File: config.mk
export PLATFORM = sky130hd
export DESIGN_NAME = byte_capacity_lru_cache_unit
export DESIGN_NICKNAME = d
export VERILOG_FILES = /design/src/rtl/blc_pkg.sv /design/src/rtl/blc_datapath.sv /design/src/rtl/blc_ctrl.sv /design/src/rtl/byte_capacity_lru_cache_unit.sv
export SDC_FILE = /design/constraint.sdc
export NUM_CORES = 2
export LEC_CHECK = 0
export BUFFER_PORTS_ARGS = -buffer_cell sky130_fd_sc_hd__clkbuf_2
export CORE_ASPECT_RATIO = 1.2
export CORE_MARGIN = 8
export CORE_UTILIZATION = 25
export DETAILED_ROUTE_END_ITERATION = 12
export PLACE_DENSITY_LB_ADDON = 0.3
export SYNTH_ARGS = -nofsm -noshare
export SYNTH_HDL_FRONTEND = slang
export SYNTH_SLANG_ARGS = --single-unit
export TNS_END_PERCENT = 20
File: constraint.sdc
create_clock -name clk_i -period 19.2 [get_ports clk_i]
set_clock_uncertainty 0.2 [all_clocks]
set_input_delay 2.88 -clock clk_i [delete_from_list [all_inputs] [get_ports clk_i]]
set_output_delay 2.88 -clock clk_i [all_outputs]
set_load 0.02 [all_outputs]
File: src/rtl/blc_pkg.sv
// Package for the byte capacity LRU cache unit: status codes, config indexes,
// controller-to-datapath command struct. No dependencies.
package blc_pkg;

  localparam logic [2:0] StGetMiss  = 3'd0;
  localparam logic [2:0] StGetHit   = 3'd1;
  localparam logic [2:0] StAdded    = 3'd2;
  localparam logic [2:0] StUpdated  = 3'd3;
  localparam logic [2:0] StRejected = 3'd4;

  localparam logic CfgCapacity = 1'b0;
  localparam logic CfgMaxElem  = 1'b1;

  localparam logic [31:0] CapReset   = 32'd209715200;
  localparam logic [31:0] MaxElReset = 32'd10485760;

  typedef struct packed {
    logic capture;   // latch request, clear evict count
    logic lookup;    // register key match result
    logic evict;     // evict oldest valid slot
    logic promote;   // promote hit slot
    logic update;    // rewrite hit slot size and handle, and promote it
    logic insert;    // insert into free slot
  } cmd_t;

  typedef struct packed {
    logic op;
    logic hit;
    logic too_big;
    logic need_evict;
  } sts_t;

endpackage

File: src/rtl/blc_datapath.sv
// Datapath of the byte capacity LRU cache unit: slot table, ranks, totals.
// Depends on blc_pkg.
module blc_datapath #(
  parameter int ENTRIES  = 16,
  parameter int KEY_BITS = 64
) (
  input  logic                clk_i,
  input  logic                rst_ni,
  input  blc_pkg::cmd_t       cmd_i,
  output blc_pkg::sts_t       sts_o,
  input  logic                op_i,
  input  logic [63:0]         key_i,
  input  logic [31:0]         data_handle_i,
  input  logic [31:0]         element_size_i,
  input  logic [31:0]         cap_i,
  input  logic [31:0]         max_el_i,
  output logic [31:0]         hit_handle_o,
  output logic [4:0]          evicted_count_o,
  output logic [4:0]          entry_count_o,
  output logic [39:0]         used_bytes_o
);
  localparam int IW = $clog2(ENTRIES);
  localparam int CW = $clog2(ENTRIES + 1);

  logic [KEY_BITS-1:0] key_q;
  logic [31:0]         handle_q, size_q;
  logic                op_q;
  logic [KEY_BITS-1:0] slot_key_q    [ENTRIES];
  logic [31:0]         slot_handle_q [ENTRIES];
  logic [31:0]         slot_size_q   [ENTRIES];
  logic [IW-1:0]       slot_rank_q   [ENTRIES];
  logic [ENTRIES-1:0]  slot_valid_q;
  logic [CW-1:0]       count_q;
  logic [39:0]         total_q;
  logic [CW-1:0]       evicted_q;
  logic                hit_q;
  logic [IW-1:0]       hit_idx_q;

  logic [ENTRIES-1:0]  match;
  logic                match_any, free_any;
  logic [IW-1:0]       match_idx, free_idx, old_idx;
  logic [IW-1:0]       promo_rank;

  always_comb begin
    match_any = 1'b0; match_idx = '0;
    free_any = 1'b0;  free_idx = '0;
    old_idx = '0;
    for (int i = 0; i < ENTRIES; i++) begin
      match[i] = slot_valid_q[i] && (slot_key_q[i] == key_q);
      if (match[i] && !match_any) begin
        match_any = 1'b1; match_idx = IW'(i);
      end
      if (!slot_valid_q[i] && !free_any) begin
        free_any = 1'b1; free_idx = IW'(i);
      end
      // oldest valid slot has rank count-1
      if (slot_valid_q[i] && ({1'b0, slot_rank_q[i]} == (IW+1)'(count_q - CW'(1))))
        old_idx = IW'(i);
    end
  end

  assign promo_rank = slot_rank_q[hit_idx_q];
  assign sts_o.op = op_q;
  assign sts_o.hit = hit_q;
  assign sts_o.too_big = size_q > max_el_i;
  assign sts_o.need_evict = (count_q != '0) &&
      ((total_q + 40'(size_q) > 40'(cap_i)) || (count_q >= CW'(ENTRIES)));

  always_ff @(posedge clk_i) begin
    if (cmd_i.capture) begin
      op_q <= op_i; key_q <= key_i[KEY_BITS-1:0];
      handle_q <= data_handle_i; size_q <= element_size_i;
    end
    if (cmd_i.lookup) hit_idx_q <= match_idx;
    if (cmd_i.update) begin
      slot_size_q[hit_idx_q] <= size_q;
      slot_handle_q[hit_idx_q] <= handle_q;
    end
    for (int i = 0; i < ENTRIES; i++) begin
      if (cmd_i.promote || cmd_i.update) begin
        if (IW'(i) == hit_idx_q) slot_rank_q[i] <= '0;
        else if (slot_valid_q[i] && slot_rank_q[i] < promo_rank)
          slot_rank_q[i] <= slot_rank_q[i] + IW'(1);
      end
      if (cmd_i.insert) begin
        if (IW'(i) == free_idx) begin
          slot_rank_q[i] <= '0; slot_key_q[i] <= key_q;
          slot_handle_q[i] <= handle_q; slot_size_q[i] <= size_q;
        end else if (slot_valid_q[i]) slot_rank_q[i] <= slot_rank_q[i] + IW'(1);
      end
    end
  end

  always_ff @(posedge clk_i or negedge rst_ni) begin
    if (!rst_ni) begin
      slot_valid_q <= '0; count_q <= '0; total_q <= '0;
      evicted_q <= '0; hit_q <= 1'b0;
    end else begin
      if (cmd_i.capture) evicted_q <= '0;
      if (cmd_i.lookup) hit_q <= match_any;
      if (cmd_i.update)
        total_q <= total_q - 40'(slot_size_q[hit_idx_q]) + 40'(size_q);
      if (cmd_i.evict) begin
        slot_valid_q[old_idx] <= 1'b0;
        total_q <= total_q - 40'(slot_size_q[old_idx]);
        count_q <= count_q - CW'(1);
        evicted_q <= evicted_q + CW'(1);
      end
      if (cmd_i.insert && free_any) begin
        slot_valid_q[free_idx] <= 1'b1;
        count_q <= count_q + CW'(1);
        total_q <= total_q + 40'(size_q);
      end
    end
  end

  assign hit_handle_o = slot_handle_q[hit_idx_q];
  assign evicted_count_o = 5'(evicted_q);
  assign entry_count_o = 5'(count_q);
  assign used_bytes_o = total_q;
endmodule

File: src/rtl/blc_ctrl.sv
// Controller of the byte capacity LRU cache unit: sequences lookup, evict,
// insert and result hold. Depends on blc_pkg.
module blc_ctrl (
  input  logic          clk_i,
  input  logic          rst_ni,
  input  logic          in_valid_i,
  output logic          in_ready_o,
  output logic          out_valid_o,
  input  logic          out_ready_i,
  input  blc_pkg::sts_t sts_i,
  output blc_pkg::cmd_t cmd_o,
  output logic [2:0]    status_o,
  output logic          show_hit_o
);
  typedef enum logic [2:0] {Idle, Lookup, Decide, Evict, Done} state_e;
  state_e state_q;
  logic [2:0] status_q;
  logic show_q;

  assign in_ready_o = (state_q == Idle);
  assign out_valid_o = (state_q == Done);
  assign status_o = status_q;
  assign show_hit_o = show_q;

  always_comb begin
    cmd_o = '0;
    cmd_o.capture = (state_q == Idle) && in_valid_i;
    cmd_o.lookup = (state_q == Lookup);
    if (state_q == Decide) begin
      if (!sts_i.op) cmd_o.promote = sts_i.hit;
      else if (!sts_i.too_big && sts_i.hit) cmd_o.update = 1'b1;
    end
    if (state_q == Evict) begin
      cmd_o.evict = sts_i.need_evict;
      cmd_o.insert = !sts_i.need_evict;
    end
  end

  always_ff @(posedge clk_i or negedge rst_ni) begin
    if (!rst_ni) begin
      state_q <= Idle; status_q <= blc_pkg::StGetMiss; show_q <= 1'b0;
    end else begin
      case (state_q)
        Idle:   if (in_valid_i) state_q <= Lookup;
        Lookup: state_q <= Decide;
        Decide: begin
          show_q <= 1'b0;
          state_q <= Done;
          if (!sts_i.op) begin
            status_q <= sts_i.hit ? blc_pkg::StGetHit : blc_pkg::StGetMiss;
            show_q <= sts_i.hit;
          end else if (sts_i.too_big) status_q <= blc_pkg::StRejected;
          else if (sts_i.hit) status_q <= blc_pkg::StUpdated;
          else begin
            status_q <= blc_pkg::StAdded;
            state_q <= Evict;
          end
        end
        Evict:  if (!sts_i.need_evict) state_q <= Done;
        Done:   if (out_ready_i) state_q <= Idle;
        default: state_q <= Idle;
      endcase
    end
  end
endmodule

File: src/rtl/byte_capacity_lru_cache_unit.sv
// Top level of the byte capacity LRU cache unit: config registers plus
// controller and datapath. Depends on blc_pkg, blc_ctrl, blc_datapath.
//
//  channel  | handshake               | payload
//  ---------+-------------------------+-------------------------------------
//  request  | in_valid_i / in_ready_o | op_i key_i data_handle_i element_size_i
//  result   | out_valid_o/out_ready_i | status_o hit_handle_o evicted_count_o
//           |                         | entry_count_o used_bytes_o
//  config   | cfg_valid_i/cfg_ready_o | cfg_index_i cfg_data_i
//
// One request at a time: capture, lookup, decide, then for an add the oldest
// entries are evicted one at a time, up to ENTRIES of them, until the new entry
// fits and a slot is free, then it is inserted; then the result is held.
// Reset empties the table at once; no clearing pass. Results hold while
// out_ready_i is low; no new request is taken until the result is taken.
module byte_capacity_lru_cache_unit #(
  parameter int ENTRIES  = 16,
  parameter int KEY_BITS = 64
) (
  input  logic        clk_i,
  input  logic        rst_ni,
  input  logic        in_valid_i,
  output logic        in_ready_o,
  input  logic        op_i,
  input  logic [63:0] key_i,
  input  logic [31:0] data_handle_i,
  input  logic [31:0] element_size_i,
  output logic        out_valid_o,
  input  logic        out_ready_i,
  output logic [2:0]  status_o,
  output logic [31:0] hit_handle_o,
  output logic [4:0]  evicted_count_o,
  output logic [4:0]  entry_count_o,
  output logic [39:0] used_bytes_o,
  input  logic        cfg_valid_i,
  output logic        cfg_ready_o,
  input  logic [0:0]  cfg_index_i,
  input  logic [31:0] cfg_data_i
);
  logic [31:0] cap_q, max_el_q;
  blc_pkg::cmd_t cmd;
  blc_pkg::sts_t sts;
  logic show_hit;
  logic [31:0] slot_handle;

  assign cfg_ready_o = 1'b1;

  // hold config registers; writes must come only while idle, which the block does not enforce
  always_ff @(posedge clk_i or negedge rst_ni) begin
    if (!rst_ni) begin
      cap_q <= blc_pkg::CapReset;
      max_el_q <= blc_pkg::MaxElReset;
    end else if (cfg_valid_i) begin
      if (cfg_index_i == blc_pkg::CfgCapacity) cap_q <= cfg_data_i;
      else max_el_q <= cfg_data_i;
    end
  end

  blc_ctrl u_ctrl (
    .clk_i, .rst_ni, .in_valid_i, .in_ready_o, .out_valid_o, .out_ready_i,
    .sts_i(sts), .cmd_o(cmd), .status_o, .show_hit_o(show_hit)
  );

  blc_datapath #(.ENTRIES(ENTRIES), .KEY_BITS(KEY_BITS)) u_dp (
    .clk_i, .rst_ni, .cmd_i(cmd), .sts_o(sts), .op_i, .key_i, .data_handle_i,
    .element_size_i, .cap_i(cap_q), .max_el_i(max_el_q), .hit_handle_o(slot_handle),
    .evicted_count_o, .entry_count_o, .used_bytes_o
  );

  // report the handle only for a get hit
  assign hit_handle_o = show_hit ? slot_handle : 32'd0;

  a_one_step: assert property (@(posedge clk_i) disable iff (!rst_ni)
    !(cmd.evict && cmd.insert)) else $error("evict and insert together");
  a_hit_status: assert property (@(posedge clk_i) disable iff (!rst_ni)
    out_valid_o && show_hit |-> status_o == blc_pkg::StGetHit)
    else $error("handle shown without hit");
  a_no_take: assert property (@(posedge clk_i) disable iff (!rst_ni)
    out_valid_o |-> !in_ready_o) else $error("request taken while result waits");
  a_count: assert property (@(posedge clk_i) disable iff (!rst_ni)
    out_valid_o |-> 32'(entry_count_o) <= ENTRIES) else $error("count overflow");
endmodule

==> summary.md <==
| Metric | Value |
|---|---|
| Sequential area share after synthesis | 64.2% |
| Required time worst endpoint | 19.48 ns |
| Initial Util | 25.1% |
| First-pass GRT wire length | 524,000 um |
| Largest net degree at the start of global routing | 137 |
| Wire length on met3 | 19,700 um |
| Synth Register Bits | 2,383 |
| Pleak | 43.2 nW |
| Power Dens Cells | 133 mW/mm2 |
| Top-level port count | 255 |
| Vias in the first global route | 67,800 |
| Detail Route Antenna Nets | 0 |
| H-tree levels | 5 |
| Top-area cell type share of the netlist area | 61.1% |
| Via density | 4.85 |
| Fmax | 95.7 MHz |
| Clk slew on worst S/H paths | 0.06 ns |
| Worst Tran Pin Value | 1.29 ns |
| Max_slew headroom | 13.5% |
| Initial antenna violation count | 35 |
| Synth Flop Type | edfxtp_1 |
| Grt ovf | 0 |
| Number of synthesized flops with an enable pin | 2,245 |
| Clock Latency Late Sink | 0.92 ns |
| Max FO, Critical Path | 65 |
| Syn_area_per_cell | 15.4 um2 |
| DR vias | 65,700 |
| CTS max path bufs | 4 |
| Drt total wl | 376,000 um |
| Fraction of registers with async set/reset | 5.79% |
| VDD IR max | 0.0727 mV |
| Placer Congestion | 0.885 |
| Post-Syn Area | 0.110 mm2 |
| Final max-slew violation count | 0 |
| Port bufs | 253 |
| MaxCap Viol Count | 0 |
| Die W | 622 um |
| CP Launch Type | flip-flop |
| CTS resizes | 0 |
| Place WS | 8.76 ns |
| Final nets | 8,018 |
| Setup ws final | 8.75 ns |
| Fin crit share | 54.4% |
| Synth warn | 0 |
| RSZ-0062 raised after global routing | no |
| Hold Buf Count CTS | 0 |
| CTS tree | built |
| Crit Path Class | flip-flop to flip-flop |
| DR pass1 iterations | 6 |
| Clock root buffer | clkbuf_16 |
| Final worst path period need | 10.45 ns |
| Crit end category | flip-flop |
| HP Class | flip-flop to flip-flop |
| Sink Count | 2,383 |
| DRC errors left | 0 |
| Final setup violation count | 0 |
| Area grow syn2layout | 16.1% |
| Total CTS buffers | 268 |
| Gr usage total | 15.6% |
| Die H | 744 um |
| Setup TNS | 0 ns |
| Total die area | 0.463 mm2 |
| Area leader, netlist | edfxtp_1 |
| Avg WL per Cell | 27.7 um |
| Critical Path AT | 10.72 ns |
| Final HPWL DP | 243,000 um |
| 1st-iter DRT viols | 6,110 |
| Post-CTS Setup Repair Bufs | 0 |
| Metal2 WL | 194,000 um |
| Synth Instances | 7,147 |
| Layout cells sized above 1 | 18.1% |
| Row cnt | 267 |
| Total core area | 0.440 mm2 |
| Ranking of synthesized cells by area | edfxtp_1 61%, mux4_2 8.1%, xor2_1 4.0% |
| Final Hold Fails | 0 |
| Outcome | completed |
| Total Power | 17.0 mW |
| Post-route met1 wirelength | 145,000 um |
| Net Count, Synth | 7,595 |
| Max layer used | met5 |
| Synth unique cells | 94 |
==> cell families (layout without fill, tap and decap cells) <==
logic type	after synthesis	in the layout	synth area share, %
xor+xnor	977	977	7.78
buf+inv	712	1337	2.58
simple gates	1179	1179	5.48
fa+ha+maj	281	281	3.42
mux	639	639	10.4
compound gates	975	975	6.10
flops	2383	2383	64.2
other cells	1	16	0.00340
==> cells in the final DEF (no fill, tap or decap), types with 67 or more instances in the layout <==
| cell | instances |
|---|---|
| clkbuf_16 | 273 |
| nand2_1 | 301 |
| nor2_1 | 183 |
| xnor2_1 | 473 |
| mux4_2 | 399 |
| nand4_1 | 171 |
| nor4_1 | 133 |
| clkbuf_2 | 252 |
| inv_1 | 360 |
| mux2i_1 | 185 |
| edfxtp_1 | 2245 |
| o21ai_0 | 177 |
| ha_1 | 247 |
| xor2_1 | 502 |
| a21oi_1 | 169 |
| o22ai_1 | 86 |
| dfrtp_1 | 132 |
| nand3_1 | 116 |
| buf_4 | 233 |
| nor3_1 | 67 |
==> metal layers <==
layer,global-route usage (%),up-vias
met4,6.13,10
met1,18.3,34500
met5,0,-
li1,-,28500
met3,2.27,600
met2,28.6,2196
==> flip-flops by register name, summed over array words and instances, names as in the netlist <==
name and flops:
u_dp.slot_key_q 1024, u_dp.slot_handle_q 512, u_dp.slot_size_q 512, u_dp.key_q 64, u_dp.slot_rank_q 64, u_dp.used_bytes_o 40, cap_q 32, max_el_q 32
u_dp.handle_q 32, u_dp.size_q 32, u_dp.slot_valid_q 16, u_dp.entry_count_o 5, u_dp.evicted_count_o 5, u_dp.hit_idx_q 4, u_ctrl.state_q 3, u_ctrl.status_o 3
u_ctrl.show_hit_o 1, u_dp.hit_q 1, u_dp.op_q 1
==> cell usage after synthesis (all sizes together) (172+ instances only) <==
| library cell | n |
|---|---|
| edfxtp | 2245 |
| xor2 | 503 |
| xnor2 | 474 |
| mux4 | 399 |
| inv | 367 |
| nand2 | 304 |
| ha | 247 |
| o21ai | 208 |
| clkbuf | 201 |
| nor2 | 190 |
| mux2i | 185 |
| a21oi | 172 |
==> worst paths after layout <==
check | from | endpoint | slack, ns | cells after the start
max | u_dp.size_q[0]$_DFFE_PP_ | u_dp.slot_handle_q[8][28]$_DFFE_PP_ | 8.75 | 25
min | max_el_q[28]$_DFFE_PN0P_ | max_el_q[28]$_DFFE_PN0P_ | 0.31 | 1
max reg2reg | u_dp.size_q[0]$_DFFE_PP_ | u_dp.slot_handle_q[8][28]$_DFFE_PP_ | 8.75 | 25
min reg2reg | max_el_q[28]$_DFFE_PN0P_ | max_el_q[28]$_DFFE_PN0P_ | 0.31 | 1
max in group asynchronous | rst_ni | u_ctrl.show_hit_o$_DFFE_PN0P_ | 15.15 | 3
min in group asynchronous | rst_ni | u_dp.used_bytes_o[9]$_DFFE_PN0P_ | 1.70 | 1
==> metrics by stage <==
| stage | std cells | area [um2] | utilization [%] | hold WS (ns) |
|---|---|---|---|---|
| floorplan | 7147 | 110000 | - | 0.253 |
| global placement | 13100 | 120000 | 27.2 | 0.288 |
| detailed placement | 13100 | 120000 | 27.2 | 0.294 |
| CTS | 13600 | 128000 | 29.1 | 0.308 |
| global route | 13600 | 128000 | 29.1 | 0.316 |
| finish | 13600 | 128000 | 29.1 | 0.305 |
==> power breakdown <==
group          switching (mW)  internal (mW)  total [mW]
sequential              0.259           6.03        6.29
clock                    2.18           2.91        5.09
combinational            3.52           2.10        5.63
total                    5.97           11.0        17.0
==> final cells by class <==
class	count	area (um2)
Multi-Input combinational cell	4052	36900
Timing Repair Buffer	491	3120
Tap cell	5783	7240
Antenna cell	15	37.5
Clock buffer	333	7110
Sequential cell	2383	70900
Inverter	374	1410
Fill cell	43600	312000
Clock inverter	139	1370
==> critical path, stage by stage, from the launching register on <==
cell and delay, ns:
edfxtp_1 0.84, ha_1 0.35, fa_1 0.27, a211oi_1 0.12, o211ai_1 0.27, nand4b_1 0.42, and3_1 0.40, o21ai_0 0.47
a21oi_1 0.19, o21ai_0 0.28, xor2_1 0.24, ha_1 0.27, and2_1 0.17, a221o_1 0.29, a221oi_1 0.44, nand4_1 0.20
o211a_1 0.19, nor4_1 0.26, o2111ai_1 0.15, nand4bb_4 0.35, and2_1 0.37, nand2b_1 0.57, nor4_2 0.37, buf_4 0.71
o21bai_4 0.67, buf_4 0.84
No activity file was read; power rests on OpenSTA's default activity.
